<file path="src/hw/rtl/pcsrz_pkg.sv">
// Package: shared types and constants for the point cloud stride/ROI/Z filter
`default_nettype none
package pcsrz_pkg;

  localparam int unsigned CfgIdxW = 3;
  localparam int unsigned CfgDataW = 32;

  localparam logic [CfgIdxW-1:0] REG_FRAME_WIDTH   = 3'd0;
  localparam logic [CfgIdxW-1:0] REG_ROI_ROW_FIRST = 3'd1;
  localparam logic [CfgIdxW-1:0] REG_ROI_ROW_END   = 3'd2;
  localparam logic [CfgIdxW-1:0] REG_COL_STEP      = 3'd3;
  localparam logic [CfgIdxW-1:0] REG_ROW_STEP      = 3'd4;
  localparam logic [CfgIdxW-1:0] REG_SCAN_STEP     = 3'd5;
  localparam logic [CfgIdxW-1:0] REG_Z_MIN         = 3'd6;
  localparam logic [CfgIdxW-1:0] REG_Z_MAX         = 3'd7;

  localparam logic [12:0] ROW_LIMIT = 13'd8191;

  typedef struct packed {
    logic        from_scan;
    logic [31:0] px;
    logic [31:0] py;
    logic [31:0] pz;
    logic        end_of_cloud;
  } point_in_t;

  typedef struct packed {
    logic        kept_from_scan;
    logic [31:0] out_x;
    logic [31:0] out_y;
    logic [31:0] out_z;
  } point_out_t;

  // IEEE single a <= b, with signed zeros equal; neither may be NaN
  function automatic logic fp_le(input logic [31:0] a, input logic [31:0] b);
    logic both_zero;
    begin
      both_zero = (a[30:0] == 31'd0) && (b[30:0] == 31'd0);
      if (both_zero) begin
        fp_le = 1'b1;
      end else if (a[31] != b[31]) begin
        fp_le = a[31];
      end else if (a[31] == 1'b0) begin
        fp_le = (a[30:0] <= b[30:0]);
      end else begin
        fp_le = (a[30:0] >= b[30:0]);
      end
    end
  endfunction

  function automatic logic fp_nan(input logic [31:0] a);
    fp_nan = (a[30:23] == 8'hFF) && (a[22:0] != 23'd0);
  endfunction

endpackage
`default_nettype wire

</file>
<file path="src/hw/rtl/pcsrz_front.sv">
// Front part: counters, stride phases and keep decision for each accepted word
`default_nettype none
module pcsrz_front #(
  parameter int unsigned MaxWidth  = 4096,
  parameter int unsigned MaxStride = 255
) (
  input  wire logic                 clk_i,
  input  wire logic                 rst_ni,
  input  wire logic                 take_i,
  input  wire pcsrz_pkg::point_in_t pt_i,
  input  wire logic [12:0]          frame_width_i,
  input  wire logic [12:0]          roi_row_first_i,
  input  wire logic [12:0]          roi_row_end_i,
  input  wire logic [7:0]           col_step_i,
  input  wire logic [7:0]           row_step_i,
  input  wire logic [7:0]           scan_step_i,
  input  wire logic [31:0]          z_min_i,
  input  wire logic [31:0]          z_max_i,
  output logic                      keep_o
);

  localparam int unsigned PhW = (MaxStride > 1) ? $clog2(MaxStride) : 1;
  localparam int unsigned FwW = $clog2(MaxWidth + 1);
  localparam int unsigned CiW = (MaxWidth > 1) ? $clog2(MaxWidth) : 1;
  localparam int unsigned CmpW = (FwW > 13) ? FwW : 13;
  localparam int unsigned SW = (PhW > 8) ? PhW + 1 : 9;

  logic [CiW-1:0] col_index_q, col_index_d;
  logic [12:0]    row_index_q, row_index_d;
  logic [PhW-1:0] col_phase_q, col_phase_d;
  logic [PhW-1:0] row_phase_q, row_phase_d;
  logic [PhW-1:0] scan_phase_q, scan_phase_d;

  // Clamp a stride register to [1, MaxStride]
  function automatic logic [SW-1:0] eff_stride(input logic [7:0] s);
    logic [SW-1:0] v;
    begin
      v = SW'(s);
      if (v == '0) v = SW'(1);
      if (v > SW'(MaxStride)) v = SW'(MaxStride);
      eff_stride = v;
    end
  endfunction

  function automatic logic [PhW-1:0] next_phase(input logic [PhW-1:0] ph,
                                                input logic [SW-1:0] st);
    logic [SW-1:0] n;
    begin
      n = SW'(ph) + SW'(1);
      next_phase = (n >= st) ? '0 : PhW'(n);
    end
  endfunction

  logic [CmpW-1:0] fw_c;
  logic            zok, in_rows, wrap;
  logic [SW-1:0]   us, vs, ss;

  always_comb begin
    fw_c = CmpW'(frame_width_i);
    if (fw_c > CmpW'(MaxWidth)) fw_c = CmpW'(MaxWidth);
    us = eff_stride(col_step_i);
    vs = eff_stride(row_step_i);
    ss = eff_stride(scan_step_i);
    zok = (pt_i.pz[30:23] != 8'hFF)
        && (pcsrz_pkg::fp_nan(z_min_i) || pcsrz_pkg::fp_le(z_min_i, pt_i.pz))
        && (pcsrz_pkg::fp_nan(z_max_i) || pcsrz_pkg::fp_le(pt_i.pz, z_max_i));
    in_rows = (row_index_q >= roi_row_first_i) && (row_index_q < roi_row_end_i);
    wrap = (CmpW'(col_index_q) + CmpW'(1)) >= fw_c;
  end

  // Decide and advance counters
  always_comb begin
    col_index_d  = col_index_q;
    row_index_d  = row_index_q;
    col_phase_d  = col_phase_q;
    row_phase_d  = row_phase_q;
    scan_phase_d = scan_phase_q;
    keep_o       = 1'b0;
    if (pt_i.from_scan) begin
      keep_o = zok && (scan_phase_q == '0);
      scan_phase_d = next_phase(scan_phase_q, ss);
      if (pt_i.end_of_cloud) scan_phase_d = '0;
    end else begin
      if (fw_c == '0) begin
        keep_o = zok && (col_phase_q == '0);
        col_phase_d = next_phase(col_phase_q, us);
      end else begin
        keep_o = zok && in_rows && (col_phase_q == '0) && (row_phase_q == '0);
        if (wrap) begin
          col_index_d = '0;
          col_phase_d = '0;
          if (row_index_q < pcsrz_pkg::ROW_LIMIT) begin
            row_index_d = row_index_q + 13'd1;
            row_phase_d = next_phase(row_phase_q, vs);
          end
        end else begin
          col_index_d = col_index_q + CiW'(1);
          col_phase_d = next_phase(col_phase_q, us);
        end
      end
      if (pt_i.end_of_cloud) begin
        col_index_d = '0;
        row_index_d = '0;
        col_phase_d = '0;
        row_phase_d = '0;
      end
    end
  end

  // Hold state unless a word is taken
  always_ff @(posedge clk_i or negedge rst_ni) begin
    if (!rst_ni) begin
      col_index_q  <= '0;
      row_index_q  <= '0;
      col_phase_q  <= '0;
      row_phase_q  <= '0;
      scan_phase_q <= '0;
    end else if (take_i) begin
      col_index_q  <= col_index_d;
      row_index_q  <= row_index_d;
      col_phase_q  <= col_phase_d;
      row_phase_q  <= row_phase_d;
      scan_phase_q <= scan_phase_d;
    end
  end

endmodule
`default_nettype wire

</file>
<file path="src/hw/rtl/pcsrz_queue.sv">
// Back part: short result queue between the decision logic and the output
`default_nettype none
module pcsrz_queue (
  input  wire logic                  clk_i,
  input  wire logic                  rst_ni,
  input  wire logic                  wr_i,
  input  wire pcsrz_pkg::point_out_t wdata_i,
  input  wire logic                  pop_i,
  output logic                       full_o,
  output logic                       empty_o,
  output pcsrz_pkg::point_out_t      rdata_o
);

  pcsrz_pkg::point_out_t mem_q [2];
  logic       wptr_q, rptr_q;
  logic [1:0] cnt_q;
  logic       do_pop;

  assign full_o  = (cnt_q == 2'd2);
  assign empty_o = (cnt_q == 2'd0);
  assign rdata_o = mem_q[rptr_q];
  assign do_pop  = pop_i && !empty_o;

  // Store incoming words
  always_ff @(posedge clk_i) begin
    if (wr_i) mem_q[wptr_q] <= wdata_i;
  end

  // Advance pointers and count
  always_ff @(posedge clk_i or negedge rst_ni) begin
    if (!rst_ni) begin
      wptr_q <= 1'b0;
      rptr_q <= 1'b0;
      cnt_q  <= 2'd0;
    end else begin
      if (wr_i) wptr_q <= ~wptr_q;
      if (do_pop) rptr_q <= ~rptr_q;
      cnt_q <= cnt_q + {1'b0, wr_i} - {1'b0, do_pop};
    end
  end

endmodule
`default_nettype wire

</file>
<file path="src/hw/rtl/point_cloud_stride_roi_z_filter.sv">
// Top level: point cloud passthrough and decimation filter
//
//  port group   direction  handshake          payload
//  cfg          in         cfg_we_i           cfg_idx_i, cfg_data_i
//  points in    in         push / full        pt_i (point_in_t)
//  points out   out        pop / empty        res_o (point_out_t)
//
// One word per cycle while the queue is not full: the decision is combinational on
// the accepted word and a kept word is written into a two-entry queue at that same edge.
// A kept word is registered in the queue and shows on res_o once every word ahead of it is popped.
// full rises only when both queue entries hold unread results.
// Reset clears all counters, restores register defaults and empties the queue.
`default_nettype none
module point_cloud_stride_roi_z_filter #(
  parameter int unsigned MaxWidth  = 4096,
  parameter int unsigned MaxStride = 255
) (
  input  wire logic                               clk_i,
  input  wire logic                               rst_ni,
  input  wire logic                               cfg_we_i,
  input  wire logic [pcsrz_pkg::CfgIdxW-1:0]      cfg_idx_i,
  input  wire logic [pcsrz_pkg::CfgDataW-1:0]     cfg_data_i,
  input  wire logic                               push,
  output logic                                    full,
  input  wire pcsrz_pkg::point_in_t               pt_i,
  output logic                                    empty,
  input  wire logic                               pop,
  output pcsrz_pkg::point_out_t                   res_o
);

  logic [12:0] frame_width_q, roi_row_first_q, roi_row_end_q;
  logic [7:0]  col_step_q, row_step_q, scan_step_q;
  logic [31:0] z_min_q, z_max_q;
  logic        take, keep;
  pcsrz_pkg::point_out_t wdata;

  // Write configuration registers
  always_ff @(posedge clk_i or negedge rst_ni) begin
    if (!rst_ni) begin
      frame_width_q   <= 13'd0;
      roi_row_first_q <= 13'd0;
      roi_row_end_q   <= 13'd4096;
      col_step_q      <= 8'd2;
      row_step_q      <= 8'd2;
      scan_step_q     <= 8'd1;
      z_min_q         <= 32'hBF80_0000;
      z_max_q         <= 32'h3F80_0000;
    end else if (cfg_we_i) begin
      case (cfg_idx_i)
        pcsrz_pkg::REG_FRAME_WIDTH:   frame_width_q   <= cfg_data_i[12:0];
        pcsrz_pkg::REG_ROI_ROW_FIRST: roi_row_first_q <= cfg_data_i[12:0];
        pcsrz_pkg::REG_ROI_ROW_END:   roi_row_end_q   <= cfg_data_i[12:0];
        pcsrz_pkg::REG_COL_STEP:      col_step_q      <= cfg_data_i[7:0];
        pcsrz_pkg::REG_ROW_STEP:      row_step_q      <= cfg_data_i[7:0];
        pcsrz_pkg::REG_SCAN_STEP:     scan_step_q     <= cfg_data_i[7:0];
        pcsrz_pkg::REG_Z_MIN:         z_min_q         <= cfg_data_i;
        pcsrz_pkg::REG_Z_MAX:         z_max_q         <= cfg_data_i;
        default: ;
      endcase
    end
  end

  assign take = push && !full;

  pcsrz_front #(.MaxWidth(MaxWidth), .MaxStride(MaxStride)) u_front (
    .clk_i, .rst_ni, .take_i(take), .pt_i,
    .frame_width_i(frame_width_q), .roi_row_first_i(roi_row_first_q),
    .roi_row_end_i(roi_row_end_q), .col_step_i(col_step_q),
    .row_step_i(row_step_q), .scan_step_i(scan_step_q),
    .z_min_i(z_min_q), .z_max_i(z_max_q), .keep_o(keep)
  );

  // Pass the point through unchanged
  always_comb begin
    wdata.kept_from_scan = pt_i.from_scan;
    wdata.out_x = pt_i.px;
    wdata.out_y = pt_i.py;
    wdata.out_z = pt_i.pz;
  end

  pcsrz_queue u_queue (
    .clk_i, .rst_ni, .wr_i(take && keep), .wdata_i(wdata), .pop_i(pop),
    .full_o(full), .empty_o(empty), .rdata_o(res_o)
  );

  // A taken word that is kept leaves the queue non-empty
  assert property (@(posedge clk_i) disable iff (!rst_ni)
    (take && keep) |=> !empty) else $error("kept word lost");
  // A non-finite Z never enters the queue
  assert property (@(posedge clk_i) disable iff (!rst_ni)
    (take && pt_i.pz[30:23] == 8'hFF) |-> !keep) else $error("non-finite Z kept");
  // Queue cannot be both full and empty
  assert property (@(posedge clk_i) disable iff (!rst_ni)
    !(full && empty)) else $error("queue state broken");

endmodule
`default_nettype wire

</file>
<file path="config.mk">
export PLATFORM = sky130hd
export DESIGN_NAME = point_cloud_stride_roi_z_filter
export DESIGN_NICKNAME = d
export VERILOG_FILES = /design/src/hw/rtl/pcsrz_pkg.sv /design/src/hw/rtl/pcsrz_front.sv /design/src/hw/rtl/pcsrz_queue.sv /design/src/hw/rtl/point_cloud_stride_roi_z_filter.sv
export SDC_FILE = /design/constraint.sdc
export NUM_CORES = 1
export LEC_CHECK = 0
export ABC_CLOCK_PERIOD_IN_PS = 7200
export BUFFER_PORTS_ARGS = -buffer_cell sky130_fd_sc_hd__clkbuf_2
export CAP_MARGIN = 40
export CORE_MARGIN = 8
export CORE_UTILIZATION = 35
export CTS_BUF_LIST = sky130_fd_sc_hd__clkbuf_2
export CTS_CLUSTER_DIAMETER = 80
export DETAILED_ROUTE_END_ITERATION = 10
export PLACE_DENSITY = 0.57
export SLEW_MARGIN = 20
export SYNTH_ARGS = -nofsm -noshare
export SYNTH_HDL_FRONTEND = slang
export SYNTH_SLANG_ARGS = --single-unit
</file>
<file path="constraint.sdc">
create_clock -name clk_i -period 7.2 [get_ports clk_i]
set_clock_uncertainty 0.2 [all_clocks]
set_input_delay 0.36 -clock clk_i [delete_from_list [all_inputs] [get_ports clk_i]]
set_output_delay 0.36 -clock clk_i [all_outputs]
set_load 0.05 [all_outputs]
</file>
==> flow_metrics.tcl <==
set metrics [dict create \
    worstPathMaxFanout 9 \
    drtAntennaViolNets 0 \
    root_buffer "clkbuf_2" \
    synthFlopType "edfxtp_1" \
    grt_setup_unrepaired "no" \
    maxSlewHeadroom_pct 46.80 \
    die_area_um2 59510 \
    cp_data_arrival_time_ns 5.20 \
    final_layout_size_suffix_gt1_share_pct 30.04 \
    ys_async_sr_fraction_pct 48.13 \
    clkTransAtPathRegs_ns 0.10 \
    synth_top_area_share_pct 32.04 \
    gp_congestion 0.8702 \
    maxCapViolCount 0 \
    grt_pass1_wl_mm 79.03 \
    grt_overflow 0 \
    endpoint "u_front.col_phase_q[1]" \
    die_y_um 243.9 \
    synth-seq-cells 374 \
    r2r_start "u_front.col_index_q[0]" \
    place_area_um2 20340 \
    worst_slack_ns 2.744 \
    place_ws_ns 2.805 \
    dpl.hpwl_mm 33.95 \
    clkLatencyLatePin_ns 1.03 \
    drt_first_pass_iters 5 \
    ys_seq_area_share_pct 56.94 \
    wl_per_cell_um 17.75 \
    design_area_um2 24000 \
    viasPerCell 4.901 \
    cts.sinks 374 \
    crit_start "u_front.col_index_q[0]" \
    netlist_area_um2 18180 \
    slowest_delay_ns 0.65 \
    placedCellCount 2332 \
    power.total_mw 6.340 \
    path_cells "ha_1 -> nand3_1 -> nor2_1 -> and3_1 -> nand3_1 -> xnor2_1 -> ha_1 -> nand3_1 -> nor3_1 -> nor4_1 -> o21a_1 -> inv_1 -> o211ai_1 -> nand3_1 -> o21ai_1 -> dlygate4sd3_1" \
    synth_cell_types 65 \
    final.setup.tns_ns 0 \
    crit_path_start_kind "flop" \
    leakagePower_nw 10.57 \
    postCtsResizedCells 0 \
    reg2reg_slack_ns 2.74 \
    crit_top_cell "nand3_1" \
    ys_top_cells_by_area "edfxtp_1 32%, dfrtp_1 22%, mux2_2 11%" \
    synth_edf_count 194 \
    ys_top_cells_by_count "194 x edfxtp_1, 172 x mux2_2, 161 x dfrtp_1, 139 x inv_1, 134 x ha_1" \
    grt_pass1_vias 14400 \
    whs_ns 0.1373 \
    finalHoldViolCount 0 \
    vias 13670 \
    slowest_stage "o211ai_1" \
    required_ns 7.95 \
    clock.fmax_ghz 0.2244 \
    irDropWorstVdd_mv 0.1365 \
    synthCells 1435 \
    period_needed_ns 4.456 \
    worstMarginPinSlew_ns 0.7944 \
    hold_class "in2reg" \
    r2r_cells 16 \
    setup_violations 0 \
    area_growth_pct 31.95 \
    final_max_slew_viol_count 0 \
    critical_path.top_delay_family "simple AND/OR/NAND/NOR gates" \
    num_io_pins 237 \
    min_from "cfg_data_i[3]" \
    fin_cells 2789 \
    grt_antenna_before_repair 3 \
    first_iter_violations 662 \
    syn-num-nets 1707 \
    cp_num_buf_inv 2 \
    placement.io_buffers 236 \
    cts_tree "yes" \
    die-width_um 243.9 \
    path_depth 16 \
    clk_path_buf_depth 3 \
    rows 83 \
    final_util_pct 46.77 \
    period_share_pct 61.89 \
    start_util_pct 35.45 \
    synth_area_per_cell_um2 12.67 \
    crit_type "reg2reg" \
    synth.most_common_cell "edfxtp_1" \
    remaining_drc_errors 0 \
    coreArea_um2 51300 \
    outcome "completed" \
    powerDensity_nw_per_um2 264.2 \
    reg2reg_to "u_front.col_phase_q[1]" \
    yosys_warnings 0 \
    wl_mm 49.50 \
    cts_made_buffers 100 \
    grt_start_max_net_pins 98 \
    worst_setup_path_end_kind "flop" \
    synth_area_leader_cell "edfxtp_1" \
    final_nets 2298 \
    fillCellCount 4677 \
    htreeDepth 3 \
    grt_use_total_pct 16.51 \
]
-- routing by layer --
metal	track usage (%)	routed length [µm]
met5	0	13
met4	5.117	899
met3	3.924	2779
met2	27.08	23580
met1	21.47	22230
-- flip-flops by register name, summed over array words and instances, names as in the netlist --
register              count
frame_width_q            13
u_front.col_index_q      12
u_queue.rptr_q            1
roi_row_first_q          13
u_front.scan_phase_q      8
scan_step_q               8
roi_row_end_q            13
u_front.col_phase_q       8
z_max_q                  32
u_front.row_phase_q       8
u_queue.wptr_q            1
row_step_q                8
col_step_q                8
z_min_q                  32
u_queue.mem_q           194
u_queue.cnt_q             2
u_front.row_index_q      13
-- power by group --
part / internal, mW / switching (mW)
combinational: 0.846 / 1.32
sequential: 2.47 / 0.217
clock: 0.595 / 0.890
total: 3.92 / 2.42
-- repair_timing --
action,CTS,global route
setup endpoints to repair,0,0
endpoints found under the hold margin,554,0
hold buffers,272,0
setup buffers,0,0
-- worst min path at each step --
| stage | endpoint | slack, ns | cells after the start |
|---|---|---|---|
| after floorplan | col_step_q[0] | -0.14 | 0 |
| after global placement | scan_step_q[1] | 0.29 | 1 |
| after detailed placement | z_max_q[30] | 0.09 | 1 |
| after CTS | roi_row_first_q[2] | 0.004 | 4 |
| after global routing | roi_row_first_q[2] | 0.07 | 4 |
| final | row_step_q[3] | 0.14 | 4 |
-- logic make-up after synthesis --
logic type,after synthesis,synth area share (%)
flip-flops,374,56.94
AND/OR/NAND/NOR,318,9.013
AO/OA/AOI/OAI,206,7.514
multiplexers,196,12.12
buffers and inverters,175,3.619
adder cells (fa/ha/maj),134,9.220
XOR/XNOR,32,1.583
-- tightest hold or removal path, cell delays in order --
cell,delay (ns)
dlygate4sd3_1,0.53
clkbuf_2,0.29
nand2_1,0.07
o21ai_0,0.06
-- cell type report --
class | instances | area (µm²) | share of cell area (%)
sequential | 374 | 10360 | 43.16
multi-input combinational | 886 | 7209 | 30.04
timing repair buffer | 525 | 4133 | 17.22
tap | 680 | 850.8 | 3.546
clock buffer | 160 | 800.8 | 3.337
inverter | 139 | 521.8 | 2.174
clock inverter | 23 | 117.6 | 0.4901
antenna | 2 | 5.005 | 0.02086
-- placed cells by master, fill, tap and decap left out, types with 23 or more instances in the layout --
| master | Yosys | layout |
|---|---|---|
| o21ai_1 | 25 | 25 |
| nor4_1 | 30 | 30 |
| nand3_1 | 34 | 34 |
| dfrtp_1 | 161 | 160 |
| nand4_1 | 27 | 27 |
| ha_1 | 134 | 134 |
| o21ai_0 | 47 | 47 |
| clkbuf_2 | 0 | 395 |
| inv_1 | 139 | 139 |
| nor2_1 | 33 | 31 |
| a21oi_1 | 43 | 43 |
| edfxtp_1 | 194 | 194 |
| nand2_1 | 104 | 104 |
| nor3_1 | 24 | 23 |
| dlygate4sd3_1 | 0 | 271 |
| mux2_2 | 172 | 172 |
Note: power is estimated with default switching activity, not from simulation.
